## src/hdl/button_debounce_click_classifier_unit_macros.svh

```systemverilog
// Assertion macros used by the core RTL file of the click classifier.
`ifndef BUTTON_DEBOUNCE_CLICK_CLASSIFIER_UNIT_MACROS_SVH
`define BUTTON_DEBOUNCE_CLICK_CLASSIFIER_UNIT_MACROS_SVH

// Same-cycle implication, checked outside reset.
`define BDCC_ASSERT_NOW(label, clk, rst, ante, cons) \
  label: assert property (@(posedge clk) disable iff (rst) (ante) |-> (cons)) \
    else $error("bdcc assertion failed (same cycle)");

// Next-cycle implication, checked outside reset.
`define BDCC_ASSERT_NEXT(label, clk, rst, ante, cons) \
  label: assert property (@(posedge clk) disable iff (rst) (ante) |=> (cons)) \
    else $error("bdcc assertion failed (next cycle)");

`endif

```

## src/hdl/bdcc_pkg.sv

```systemverilog
// Package with types, codes and helpers of the button click classifier.
`timescale 1ns / 1ps
package bdcc_pkg;

  localparam int TIME_WIDTH = 32;
  localparam int NOW_WIDTH  = 32;
  localparam int CFG_WIDTH  = 16;
  localparam int CFG_IDX_WIDTH = 2;

  localparam logic [CFG_WIDTH-1:0] DEBOUNCE_RESET = 16'd40;
  localparam logic [CFG_WIDTH-1:0] WINDOW_RESET   = 16'd350;
  localparam logic [CFG_WIDTH-1:0] LONG_RESET     = 16'd1000;

  typedef logic [TIME_WIDTH-1:0] time_t;
  typedef logic [CFG_WIDTH-1:0]  cfg_t;

  typedef enum logic {
    OP_SAMPLE = 1'b0,
    OP_INIT   = 1'b1
  } op_t;

  typedef enum logic [1:0] {
    EV_NONE   = 2'd0,
    EV_SINGLE = 2'd1,
    EV_DOUBLE = 2'd2,
    EV_LONG   = 2'd3
  } event_t;

  typedef enum logic [CFG_IDX_WIDTH-1:0] {
    CFG_DEBOUNCE = 2'd0,
    CFG_WINDOW   = 2'd1,
    CFG_LONG     = 2'd2
  } cfg_idx_t;

  typedef struct packed {
    op_t   op;
    logic  raw;
    time_t now;
  } item_t;

  typedef struct packed {
    event_t ev;
    logic   level;
  } result_t;

  // Wrap-around elapsed time.
  function automatic time_t elapsed(time_t now, time_t since);
    return now - since;
  endfunction

  function automatic time_t widen(cfg_t value);
    return {{(TIME_WIDTH-CFG_WIDTH){1'b0}}, value};
  endfunction

endpackage

```

## src/hdl/bdcc_in_stage.sv

```systemverilog
// Input register of the click classifier.
`timescale 1ns / 1ps
module bdcc_in_stage (
  input  logic           clk,
  input  logic           rst,
  input  logic           in_valid,
  output logic           in_ready,
  input  bdcc_pkg::item_t in_item,
  input  logic           advance,
  output logic           item_valid,
  output bdcc_pkg::item_t item
);
  import bdcc_pkg::*;

  logic  vld;
  item_t item_q;

  assign in_ready   = !vld || advance;
  assign item_valid = vld;
  assign item       = item_q;

  always_ff @(posedge clk) begin
    if (rst) begin
      vld <= 1'b0;
    end else if (in_ready) begin
      vld <= in_valid;
    end
  end

  always_ff @(posedge clk) begin
    if (in_valid && in_ready) begin
      item_q <= in_item;
    end
  end

endmodule

```

## src/hdl/bdcc_core.sv

```systemverilog
// Debounce state, click classification and configuration registers.
`timescale 1ns / 1ps
module bdcc_core (
  input  logic                                 clk,
  input  logic                                 rst,
  input  logic                                 cfg_write,
  input  logic [bdcc_pkg::CFG_IDX_WIDTH-1:0]   cfg_index,
  input  logic [bdcc_pkg::CFG_WIDTH-1:0]       cfg_data,
  input  logic                                 fire,
  input  bdcc_pkg::item_t                      item,
  output bdcc_pkg::result_t                    result
);
  import bdcc_pkg::*;
  `include "button_debounce_click_classifier_unit_macros.svh"

  cfg_t debounce_time, double_click_window, long_press_time;

  logic  candidate_level, stable_level, armed_flag, press_active_flag;
  logic  long_done_flag, click_waiting_flag, second_press_flag;
  time_t candidate_start_time, press_start_time, first_release_time;

  logic  candidate_level_next, stable_level_next, armed_flag_next, press_active_flag_next;
  logic  long_done_flag_next, click_waiting_flag_next, second_press_flag_next;
  time_t candidate_start_time_next, press_start_time_next, first_release_time_next;
  event_t ev;
  logic  stop;

  always_ff @(posedge clk) begin
    if (rst) begin
      debounce_time       <= DEBOUNCE_RESET;
      double_click_window <= WINDOW_RESET;
      long_press_time     <= LONG_RESET;
    end else if (cfg_write) begin
      case (cfg_idx_t'(cfg_index))
        CFG_DEBOUNCE: debounce_time       <= cfg_data;
        CFG_WINDOW:   double_click_window <= cfg_data;
        CFG_LONG:     long_press_time     <= cfg_data;
        default: ;
      endcase
    end
  end

  always_comb begin
    candidate_level_next      = candidate_level;
    stable_level_next         = stable_level;
    armed_flag_next           = armed_flag;
    press_active_flag_next    = press_active_flag;
    long_done_flag_next       = long_done_flag;
    click_waiting_flag_next   = click_waiting_flag;
    second_press_flag_next    = second_press_flag;
    candidate_start_time_next = candidate_start_time;
    press_start_time_next     = press_start_time;
    first_release_time_next   = first_release_time;
    ev   = EV_NONE;
    stop = 1'b0;

    if (item.op == OP_INIT) begin
      candidate_level_next      = item.raw;
      stable_level_next         = item.raw;
      armed_flag_next           = !item.raw;
      press_active_flag_next    = 1'b0;
      long_done_flag_next       = 1'b0;
      click_waiting_flag_next   = 1'b0;
      second_press_flag_next    = 1'b0;
      candidate_start_time_next = item.now;
      press_start_time_next     = item.now;
      first_release_time_next   = item.now;
    end else begin
      if (item.raw != candidate_level) begin
        candidate_level_next      = item.raw;
        candidate_start_time_next = item.now;
      end

      if (candidate_level_next != stable_level &&
          elapsed(item.now, candidate_start_time_next) >= widen(debounce_time)) begin
        stable_level_next = candidate_level_next;
        if (!armed_flag) begin
          // Disarmed key: only a stable release re-arms, and it reports nothing.
          if (!candidate_level_next) begin
            armed_flag_next         = 1'b1;
            click_waiting_flag_next = 1'b0;
            second_press_flag_next  = 1'b0;
          end
          stop = 1'b1;
        end else if (candidate_level_next) begin
          press_active_flag_next = 1'b1;
          press_start_time_next  = item.now;
          long_done_flag_next    = 1'b0;
          if (click_waiting_flag) begin
            if (elapsed(candidate_start_time_next, first_release_time) <=
                widen(double_click_window)) begin
              second_press_flag_next = 1'b1;
            end else begin
              // Late second press: flush the waiting click, start over.
              click_waiting_flag_next = 1'b0;
              second_press_flag_next  = 1'b0;
              ev   = EV_SINGLE;
              stop = 1'b1;
            end
          end
        end else begin
          press_active_flag_next = 1'b0;
          if (long_done_flag) begin
            long_done_flag_next    = 1'b0;
            second_press_flag_next = 1'b0;
            stop = 1'b1;
          end else if (second_press_flag) begin
            click_waiting_flag_next = 1'b0;
            second_press_flag_next  = 1'b0;
            ev   = EV_DOUBLE;
            stop = 1'b1;
          end else begin
            click_waiting_flag_next = 1'b1;
            first_release_time_next = item.now;
          end
        end
      end

      if (!stop) begin
        if (armed_flag_next && stable_level_next && press_active_flag_next &&
            !long_done_flag_next &&
            elapsed(item.now, press_start_time_next) >= widen(long_press_time)) begin
          long_done_flag_next     = 1'b1;
          click_waiting_flag_next = 1'b0;
          second_press_flag_next  = 1'b0;
          ev = EV_LONG;
        end else if (click_waiting_flag_next && !stable_level_next && !candidate_level_next &&
                     elapsed(item.now, first_release_time_next) >=
                     widen(double_click_window)) begin
          click_waiting_flag_next = 1'b0;
          ev = EV_SINGLE;
        end
      end
    end
  end

  assign result.ev    = ev;
  assign result.level = stable_level_next;

  always_ff @(posedge clk) begin
    if (rst) begin
      candidate_level      <= 1'b0;
      stable_level         <= 1'b0;
      armed_flag           <= 1'b1;
      press_active_flag    <= 1'b0;
      long_done_flag       <= 1'b0;
      click_waiting_flag   <= 1'b0;
      second_press_flag    <= 1'b0;
      candidate_start_time <= '0;
      press_start_time     <= '0;
      first_release_time   <= '0;
    end else if (fire) begin
      candidate_level      <= candidate_level_next;
      stable_level         <= stable_level_next;
      armed_flag           <= armed_flag_next;
      press_active_flag    <= press_active_flag_next;
      long_done_flag       <= long_done_flag_next;
      click_waiting_flag   <= click_waiting_flag_next;
      second_press_flag    <= second_press_flag_next;
      candidate_start_time <= candidate_start_time_next;
      press_start_time     <= press_start_time_next;
      first_release_time   <= first_release_time_next;
    end
  end

  `BDCC_ASSERT_NOW(a_second_needs_wait, clk, rst, second_press_flag, click_waiting_flag)
  `BDCC_ASSERT_NOW(a_disarmed_no_press, clk, rst, !armed_flag, !press_active_flag)
  `BDCC_ASSERT_NEXT(a_long_sets_done, clk, rst, fire && ev == EV_LONG, long_done_flag && stable_level)
  `BDCC_ASSERT_NEXT(a_double_clears, clk, rst, fire && ev == EV_DOUBLE, !click_waiting_flag && !second_press_flag && !stable_level)

endmodule

```

## src/hdl/bdcc_out_stage.sv

```systemverilog
// Result register of the click classifier.
`timescale 1ns / 1ps
module bdcc_out_stage (
  input  logic              clk,
  input  logic              rst,
  input  logic              load,
  input  bdcc_pkg::result_t res,
  output logic              free,
  output logic              out_valid,
  input  logic              out_ready,
  output bdcc_pkg::result_t out_res
);
  import bdcc_pkg::*;

  logic    vld;
  result_t res_q;

  assign free      = !vld || out_ready;
  assign out_valid = vld;
  assign out_res   = res_q;

  always_ff @(posedge clk) begin
    if (rst) begin
      vld <= 1'b0;
    end else if (free) begin
      vld <= load;
    end
  end

  // Hold the beat until taken.
  always_ff @(posedge clk) begin
    if (load) begin
      res_q <= res;
    end
  end

endmodule

```

## src/hdl/button_debounce_click_classifier_unit.sv

```systemverilog
// An accepted beat waits in the input register; its result is then held in the result register.
// Throughput: one item per cycle when not stalled; the only loop is the core state update.
// The result register frees while the consumer takes its beat, so stalls cost no bubbles.
// Reset: synchronous, active high; clears both valid flags, loads the debounce state
// with its reset values and the three time registers with 40, 350 and 1000 ms.
`timescale 1ns / 1ps
module button_debounce_click_classifier_unit (
  input  logic                               clk,
  input  logic                               rst,
  input  logic                               in_valid,
  output logic                               in_ready,
  input  logic                               operation,
  input  logic                               raw_level,
  input  logic [bdcc_pkg::NOW_WIDTH-1:0]     now_ms,
  output logic                               out_valid,
  input  logic                               out_ready,
  output logic [1:0]                         event_res,
  output logic                               pressed_level,
  input  logic                               cfg_write,
  input  logic [bdcc_pkg::CFG_IDX_WIDTH-1:0] cfg_index,
  input  logic [bdcc_pkg::CFG_WIDTH-1:0]     cfg_data
);
  import bdcc_pkg::*;

  item_t   in_item, item;
  logic    item_valid, advance, out_free;
  result_t result, out_res;

  assign in_item.op  = op_t'(operation);
  assign in_item.raw = raw_level;
  assign in_item.now = now_ms[TIME_WIDTH-1:0];

  assign advance = item_valid && out_free;

  bdcc_in_stage u_in (
    .clk        (clk),
    .rst        (rst),
    .in_valid   (in_valid),
    .in_ready   (in_ready),
    .in_item    (in_item),
    .advance    (advance),
    .item_valid (item_valid),
    .item       (item)
  );

  bdcc_core u_core (
    .clk       (clk),
    .rst       (rst),
    .cfg_write (cfg_write),
    .cfg_index (cfg_index),
    .cfg_data  (cfg_data),
    .fire      (advance),
    .item      (item),
    .result    (result)
  );

  bdcc_out_stage u_out (
    .clk       (clk),
    .rst       (rst),
    .load      (advance),
    .res       (result),
    .free      (out_free),
    .out_valid (out_valid),
    .out_ready (out_ready),
    .out_res   (out_res)
  );

  assign event_res     = out_res.ev;
  assign pressed_level = out_res.level;

endmodule
```

## config.mk

```make
export PLATFORM = sky130hd
export DESIGN_NAME = button_debounce_click_classifier_unit
export DESIGN_NICKNAME = d
export VERILOG_FILES = /design/src/hdl/bdcc_pkg.sv /design/src/hdl/bdcc_in_stage.sv /design/src/hdl/bdcc_core.sv /design/src/hdl/bdcc_out_stage.sv /design/src/hdl/button_debounce_click_classifier_unit.sv
export VERILOG_INCLUDE_DIRS = /design/src /design/src/hdl
export SDC_FILE = /design/constraint.sdc
export NUM_CORES = 1
export LEC_CHECK = 0
export CAP_MARGIN = 20
export CELL_PAD_IN_SITES_DETAIL_PLACEMENT = 0
export CELL_PAD_IN_SITES_GLOBAL_PLACEMENT = 1
export CORE_ASPECT_RATIO = 0.6
export CORE_MARGIN = 1.5
export CORE_UTILIZATION = 30
export CTS_CLUSTER_SIZE = 40
export DETAILED_ROUTE_END_ITERATION = 12
export DONT_BUFFER_PORTS = 1
export PLACE_DENSITY = 0.61
export SLEW_MARGIN = 20
export SYNTH_ARGS = -nofsm -noshare
export SYNTH_HDL_FRONTEND = slang
export SYNTH_SLANG_ARGS = --single-unit
```

## constraint.sdc

```tcl
create_clock -name clk -period 11 [get_ports clk]
set_input_delay 0.55 -clock clk [delete_from_list [all_inputs] [get_ports clk]]
set_output_delay 0.55 -clock clk [all_outputs]
set_load 0.01 [all_outputs]
```

**Word level (Yosys, flattened, before mapping)**

Index checks and enable logic that the tools add are counted.

- Bits in registers: 190
- Bits of input ports: 57
- Output and inout port bits: 5
- Word-level logic and storage cells: 130

- Add/subtract/negate cells: 4
- Magnitude comparators: 4
- Eq/ne operators: 4
- Multiplexer cells: 76
- Reductions and logical operators: 22

Operators by type and width:

| operator | number |
|---|---|
| $mux W32 | 15 |
| $sub A32 B32 Y32 | 4 |
| $ge A32 B16 Y1 | 3 |
| $mux W1 | 52 |
| $le A32 B16 Y1 | 1 |
| $mux W2 | 9 |
| $logic_and A1 B1 Y1 | 10 |
| $logic_not A1 Y1 | 6 |
| $reduce_and A2 Y1 | 3 |
| $eq A2 B1 Y1 const B | 1 |
| $eq A2 B2 Y1 const B | 1 |
| $logic_not A2 Y1 | 1 |
| $logic_or A1 B1 Y1 | 2 |
| $ne A1 B1 Y1 | 2 |

**Depth between registers and ports, before layout**

Gate-level depths: netlist of the first run.

- Depth in word-level cells: 18
- Mapped depth: 62

**Cells and area by module**

A second synthesis of the first run with hierarchy kept.

- Cells, all modules: 2256
- Area total of the unflattened synthesis: 16851.2 µm²

Modules (own cells, without submodules):

| module | instances | cells each | area each (µm²) | sequential area each (µm²) |
|---|---|---|---|---|
| bdcc_core | 1 | 2209 | 15632.5 | 3022.9 |
| bdcc_in_stage | 1 | 39 | 1076.0 | 1041.0 |
| bdcc_out_stage | 1 | 7 | 136.4 | 110.1 |
| button_debounce_click_classifier_unit | 1 | 1 | 6.3 | 0.0 |

**Least setup slack after synthesis of the first run**

No wires, ideal clock.

- Kind: reg-to-reg
- Start point: reg u_in.item_q (netlist bit u_in.item[32])
- End point: reg u_out.res_q (netlist bit u_out.out_res[1]) (data pin)
- Arrival: 10985 ps
- Required time: 10731 ps
- Path slack: -254 ps
- Stages on the path, launching flop included: 57
- Buffers on the path: 7
- Cell sequence: edfxtp_1 > ha_1 > buf_4 > buf_6 > buf_2 > clkbuf_1 > buf_1 > o21ai_0 > ha_1 > inv_1 > ha_1 > a2bb2oi_1 > nand2_1 > a22oi_1 > or2_1 > nand2_1 > nand2_1 > xor2_1 > [... 21 more ...] > maj3_1 > a21boi_0 > o21ai_1 > nand2_1 > a21oi_1 > xnor2_1 > ha_1 > a21o_1 > a21o_1 > a2111oi_0 > o21ai_0 > nor4_1 > o311ai_0 > nor4_1 > o2111ai_1 > or4_4 > o41ai_1 > a21oi_1

- Longest elaborated chain between the ends: 17
- Elaborated cells on any way between the ends: 66
- Classes of those cells: add/sub (4); order compare (4); eq/ne (2); mux (45); reduce/logical (11)

RTL lines:

| element | line | text |
|---|---|---|
| start: declaration | bdcc_in_stage.sv:16 | `item_t item_q;` |
| start signal: assignment | bdcc_in_stage.sv:32 | `item_q <= in_item;` |
| parallel branches: the longest is 16 deep, another holds $sub A32 B32 Y32 | -- |  |
| $mux W2 (*) | bdcc_core.sv:119 | `if (!stop) begin` |
| end signal: assignment | bdcc_out_stage.sv:33 | `res_q <= res;` |
| end: declaration | bdcc_out_stage.sv:16 | `result_t res_q;` |

Every way passes the cells marked *. The select of a mux whose other input is x is not followed.
A chain may end at the register's enable or synchronous reset.

**Worst setup path in the final report of the first run**

Ends and elaborated chain as after synthesis.

==> flow_summary.yaml, run 1 <==
grt:
  gr-usage-met2_pct: 27.3
  grt_use_met1_pct: 36.1
  grt_remaining_overflow: 0
  grt_antenna_before_repair: 3
  grt_use_met3_pct: 4.63
  grtUsageTotal_pct: 21.7
  grt_pass1_vias: 15200
  grt_pass1_wl_um: 96400
  grt_max_degree: 140
  busiest_layer: "met1"
critical_path:
  setup.worst_path.start_class: "flop"
  crit_type: "reg -> reg"
  arrival_ns: 10.70
  timing.rr.start: "u_in.item[32]"
  required_ns: 11.21
  rrSetupSlack_ns: 0.52
  crit_fanout: 15
  cp-end-kind: "flop"
  worst_path_max_delay_cell: "or4_4"
  slowest_delay_ns: 0.45
  r2r_cells: 48
  reg2reg_to: "u_out.out_res[1]"
logic_synthesis:
  synthArstFlopShare_pct: 0
  synth-warning-count: 0
  syn_area_um2: 17200
  syn_area_per_cell_um2: 7.38
  yosysSeqAreaShare_pct: 24.3
  ys_types: 94
  synth_edf_count: 37
  syn_inst: 2327
  syn-num-nets: 2558
  synth_ff_type: "dfxtp_1"
  synth_seq_cells: 190
cells_and_area:
  final_cell_count_no_fill: 3075
  area_growth_pct: 10.3
  nets: 2532
  final_layout_size_suffix_gt1_share_pct: 7.09
  fin_util_pct: 33.7
  nFillCells: 6092
clock_network:
  clk_path_buf_depth: 2
  cts_buffers: 17
  cts_root_buffer: "clkbuf_16"
  cts_tree: "built"
  htree_levels: 4
  clk_latency_ns: 0.48
  cts_sinks: 190
  clkTransAtPathRegs_ns: 0.09
timing:
  slew_viol_final: 0
  fin_crit_sh_pct: 95.3
  relSlewSlack_pct: 37.5
  postLayoutSetupSlackWorst_ns: 0.518
  finalHoldViolCount: 0
  skew_ns: 0.0147
  max_freq_mhz: 95.4
  setup_viol: 0
  hold_ws_ns: 0.133
  min_period_ns: 10.48
  worst_pin_slew_ns: 0.937
placed_design:
  io_buffers: 0
  place_inst: 3037
  pre_cts_slack_ns: -0.260
  hpwl_um: 52200
  gp_congestion: 0.950
route:
  drt-initial-drc-count: 1749
  ant_nets: 0
  drcViolationCount: 0
  vias: 16900
  post_drt_wl_per_cell_um: 21.0
  wirelength_um: 64600
  firstDrtPassIters: 5
  via_per_inst: 5.51
hold_path:
  hp-start: "rst"
  worstHoldPathCells: 1
  holdPathEnd: "u_core.press_start_time[6]"
  min_path_type: "in -> reg"
flow_run:
  cap_violations: 0
die:
  coreArea_um2: 56200
  die_y_um: 188
  initial_core_util_pct: 30.6
  die_area_um2: 58700
  rows: 67
  io_pins: 62
  dieWidth_um: 312
pwr:
  p_per_area_nw_per_um2: 131
  power_mw: 2.47
  p_leak_nw: 7.65
  ir_worst_vdd_mv: 0.112
outcome:
  status: "completed"
-- where the power goes --
part           switching [mW]  internal (mW)  total (mW)  leakage [nW]
clock network           0.343          0.321       0.663         0.300
logic                   0.623          0.404        1.03          5.74
registers              0.0404          0.741       0.781          1.61
total                    1.01           1.47        2.47          7.65
-- cell usage in the layout (no fill, tap or decap), types with 61 or more instances in the layout --
cell type and count:
mux2i_1 67, inv_1 148, a21oi_1 286, o21ai_0 112, dfxtp_1 153, a21o_1 61, nand2_1 387, nor2_1 175
ha_1 169, buf_4 68
-- worst max-delay path by stage --
stage                      startpoint               end  slack, ns  cells past startpoint
6_report                u_in.item[32]  u_out.out_res[1]       0.52                     48
5_1_grt        u_core.candidate_level  u_out.out_res[1]      -0.07                     54
4_1_cts                 u_in.item[32]  u_out.out_res[1]       0.03                     52
3_5_place_dp            u_in.item[32]  u_out.out_res[1]      -0.26                     50
3_3_place_gp            u_in.item[32]  u_out.out_res[1]       0.23                     50
2_1_floorplan           u_in.item[32]  u_out.out_res[1]       0.06                     53
-- logic make-up (layout without fill, tap and decap cells) --
| family | Yosys count | count (layout) | share of synthesized area, % |
|---|---|---|---|
| AOI/OAI and AO/OA | 687 | 687 | 25.0 |
| xor gates and xnor gates | 96 | 96 | 4.94 |
| adders and majority gates | 182 | 182 | 13.2 |
| buffers and inverters | 265 | 252 | 6.01 |
| DFF | 190 | 190 | 24.3 |
| muxes | 76 | 76 | 4.50 |
| other | 0 | 2 | 0 |
| and+or+nand+nor | 831 | 831 | 22.0 |
-- layout make-up --
type	count	area (um^2)	share of cell area (%)
diodes	2	5.00	0.0264
clock buffers	18	450	2.38
clock inverters	14	155	0.820
inverters	151	567	2.99
multi-input cells	1872	12100	63.9
flip-flops and latches	190	4170	22.0
well taps	759	950	5.02
repair buffers	69	526	2.78
-- repair_timing --
| action | 4_1_cts | 5_1_grt |
|---|---|---|
| setup endpoints to repair | 2 | 5 |
| hold buffers | 0 | 0 |
| pin swaps | 1 | 9 |
| gates resized for setup | 4 | 23 |
| setup buffers | 1 | 4 |
-- Yosys cell counts, drive strengths merged (6+ instances only) --
cell	number	share of area (%)
and3	13	0.47
o21a	27	1.2
ha	172	13
nand2	389	8.5
a21oi	291	8.5
nor2b	30	1.1
a221oi	11	0.60
a31oi	15	0.55
o31ai	13	0.57
xor2	46	2.4
o21ai	128	3.8
mux2i	69	4.0
clkbuf	88	1.9
nand3	41	1.2
nor4	17	0.71
buf	26	0.79
maj3	8	0.47
a211oi	12	0.60
a21boi	6	0.26
or4	6	0.28
o21bai	12	0.52
o22ai	8	0.29
o211ai	18	0.79
mux2	7	0.46
dfxtp	153	18
and2	10	0.36
nand3b	7	0.31
nor2	175	3.8
a21o	61	2.7
xnor2	50	2.6
nand2b	34	1.2
or3	8	0.29
a211o	9	0.46
nor3	35	1.0
or2	11	0.40
inv	150	3.3
nand4	35	1.3
and4	7	0.36
edfxtp	37	6.5
-- through the flow --
stage,setup TNS (ns),cell area [um^2]
2_1_floorplan,0,17200
3_3_place_gp,0,18200
3_5_place_dp,-0.307,18200
4_1_cts,0,18800
5_1_grt,-0.0980,18900
6_report,0,18900
-- registers in the layout (all words and copies together) (netlist names) --
name,cells
u_in.item_valid,1
u_core.first_release_time,32
u_core.double_click_window,16
u_core.stable_level,1
u_core.candidate_level,1
u_out.out_valid,1
u_core.click_waiting_flag,1
u_core.candidate_start_time,32
u_out.out_res,3
u_core.long_done_flag,1
u_in.item,34
u_core.second_press_flag,1
u_core.armed_flag,1
u_core.press_active_flag,1
u_core.debounce_time,16
u_core.long_press_time,16
u_core.press_start_time,32
-- worst max-delay path: cells and delay by family (launching register included) --
family / cells / cell delay (ns)
AO/OA/AOI/OAI: 22 / 4.06
adder cells (fa/ha/maj): 7 / 2.39
multiplexers: 2 / 0.47
XOR/XNOR: 2 / 0.31
flip-flops: 1 / 0.44
AND/OR/NAND/NOR: 12 / 2.11
buffers and inverters: 3 / 0.43
-- metal layers --
metal	vias up	part of all wire, %
li1	8224	-
met1	8151	56
met2	533	36
met3	27	8.0
met4	0	0.70
met5	-	0
Power figures use the tool's default switching activity.
==> inputs of run 2 (changes only) <==
--- a/config.mk
+++ b/config.mk
@@ -15,7 +15,7 @@
 export CTS_CLUSTER_SIZE = 40
 export DETAILED_ROUTE_END_ITERATION = 12
 export DONT_BUFFER_PORTS = 1
-export PLACE_DENSITY = 0.61
+export PLACE_DENSITY = 0.59
 export SLEW_MARGIN = 20
 export SYNTH_ARGS = -nofsm -noshare
 export SYNTH_HDL_FRONTEND = slang
==> constraint.sdc (replaced) <==
create_clock -name clk -period 10.4 [get_ports clk]
set_input_delay 0.52 -clock clk [delete_from_list [all_inputs] [get_ports clk]]
set_output_delay 0.52 -clock clk [all_outputs]
set_load 0.01 [all_outputs]
==> run 2 against run 1 <==
Net effect:
- first-iteration DRC count fell by 13%
- largest power group unchanged
- clock-buffer cell count rose by 2
- clock skew rose by 0.0017 ns
- largest cell class unchanged
- critical endpoint unchanged
- routed wire length rose by 5.2%
- hold slack got worse by 0.035 ns
==> flow_summary.yaml, run 2 (synthesis gave the netlist of run 1 again) <==
route:
  drcViolationCount: 0
  post_drt_wl_per_cell_um: 21.4
  via_per_inst: 5.43
  drt-initial-drc-count: 1521
  firstDrtPassIters: 5
  wirelength_um: 67900
  vias: 17200
  ant_nets: 0
cells_and_area:
  layout_commonest_cell: "nand2_1"
  area_growth_pct: 15.9
  nets: 2633
  nFillCells: 6017
  largest_reg_flops: 34
  fin_util_pct: 35.4
  final_layout_size_suffix_gt1_share_pct: 12.2
  layout_common_cells: "386 x nand2_1, 279 x a21oi_1, 174 x nor2_1, 166 x ha_1, 161 x buf_4"
die:
  dieWidth_um: 312
  coreArea_um2: 56200
  die_area_um2: 58700
  die_y_um: 188
  rows: 67
  io_pins: 62
  initial_core_util_pct: 30.6
grt:
  grt_pass1_vias: 15600
  grt_pass1_wl_um: 99300
  grtUsageTotal_pct: 22.5
  grt_remaining_overflow: 0
  grt_max_degree: 140
  grt_antenna_before_repair: 3
hold_path:
  min_path_type: "in -> reg"
  hp-start: "rst"
  holdPathEnd: "u_core.press_start_time[15]"
  worstHoldPathCells: 1
timing:
  worst_pin_slew_ns: 1.10
  skew_ns: 0.0164
  relSlewSlack_pct: 26.3
  min_period_ns: 10.26
  grt_setup_unrepaired: "yes"
  hold_ws_ns: 0.0982
  finalHoldViolCount: 0
  fin_crit_sh_pct: 98.7
  max_freq_mhz: 97.4
  slew_viol_final: 0
  tns_ns: 0
  setup_viol: 0
pwr:
  ir_worst_vdd_mv: 0.112
  power_mw: 2.71
  p_per_area_nw_per_um2: 136
  p_leak_nw: 8.20
clock_network:
  clk_latency_ns: 0.48
  cts_sinks: 190
  cts_root_buffer: "clkbuf_16"
  clk_path_buf_depth: 2
  clkTransAtPathRegs_ns: 0.08
  cts_buffers: 17
  htree_levels: 4
  cts_tree: "built"
placed_design:
  gp_congestion: 0.924
  io_buffers: 0
  hpwl_um: 54800
critical_path:
  timing.rr.start: "u_in.item[32]"
  setup.worst_path.start_class: "flop"
  slowest_delay_ns: 0.56
  crit_type: "reg -> reg"
  r2r_cells: 53
  required_ns: 10.61
  rrSetupSlack_ns: 0.14
  crit_fanout: 6
  crit_top_cell: "buf_6"
  worst_path_max_delay_cell: "or4_4"
  cp-end-kind: "flop"
  reg2reg_to: "u_out.out_res[1]"
  arrival_ns: 10.47
outcome:
  status: "completed"
flow_run:
  cap_violations: 0
==> run 2: cell types whose count changed in the layout (fill, tap and decap cells not counted), sizes merged <==
cell	before	now
buf	69	170
inv	161	156
clkbuf	18	20
bufinv	0	1
clkinv	4	5
clkinvlp	0	1
diode	2	3
==> run 2: worst max path at each step <==
stage | startpoint | to | cells past startpoint
final | u_in.item[32] | u_out.out_res[1] | 53
after global routing | u_in.item[32] | u_out.out_res[1] | 50
after CTS | u_in.item[32] | u_out.out_res[1] | 49
after detailed placement | u_in.item[32] | u_out.out_res[1] | 54
after global placement | u_in.item[32] | u_out.out_res[1] | 54
after floorplan | u_in.item[32] | u_out.out_res[1] | 53
==> run 2: per-stage QoR <==
stage,cell area (um^2),setup WS (ns),cells
2_1_floorplan,17200,0.00494,2327
3_3_place_gp,18900,-0.0170,3130
3_5_place_dp,18900,-0.165,3130
4_1_cts,19600,0.00999,3162
5_1_grt,19900,-0.462,3174
6_report,19900,0.136,3177
==> run 2: per-layer routing <==
| metal | GRT usage (%) | vias up | routed length (um) |
|---|---|---|---|
| met2 | 28.1 | 548 | 24500 |
| met3 | 6.08 | 36 | 6010 |
| li1 | - | 8424 | - |
| met5 | 0 | - | 0 |
| met4 | 3.79 | 0 | 626 |
| met1 | 36.8 | 8236 | 36800 |
==> run 2: cell type report <==
class / count / area (um^2) / share of cell area (%)
Antenna cell: 3 / 7.51 / 0.0377
Clock buffer: 20 / 478 / 2.40
Clock inverter: 12 / 143 / 0.716
Inverter: 151 / 567 / 2.85
Multi-Input combinational cell: 1872 / 12300 / 61.7
Sequential cell: 190 / 4170 / 21.0
Tap cell: 759 / 950 / 4.77
Timing Repair Buffer: 170 / 1310 / 6.58
==> run 2: timing repair <==
item | CTS | global route
gates resized for setup | 5 | 66
setup buffers | 0 | 12
endpoints found under the setup margin | 2 | 5
hold buffers | 0 | 0
pin swaps | 0 | 56
==> run 2: where the power goes <==
part           switching [mW]  internal [mW]  total [mW]
sequential             0.0402          0.783       0.824
clock                   0.344          0.369       0.713
combinational           0.691          0.486        1.18
==> run 2: critical path, delay by kind of cell, from the launching register on <==
family	cells	cell delay, ns
AO/OA/AOI/OAI	24	4.15
flip-flops	1	0.43
XOR/XNOR	2	0.35
AND/OR/NAND/NOR	16	2.79
multiplexers	1	0.20
adder cells (fa/ha/maj)	5	1.34
buffers and inverters	5	0.70
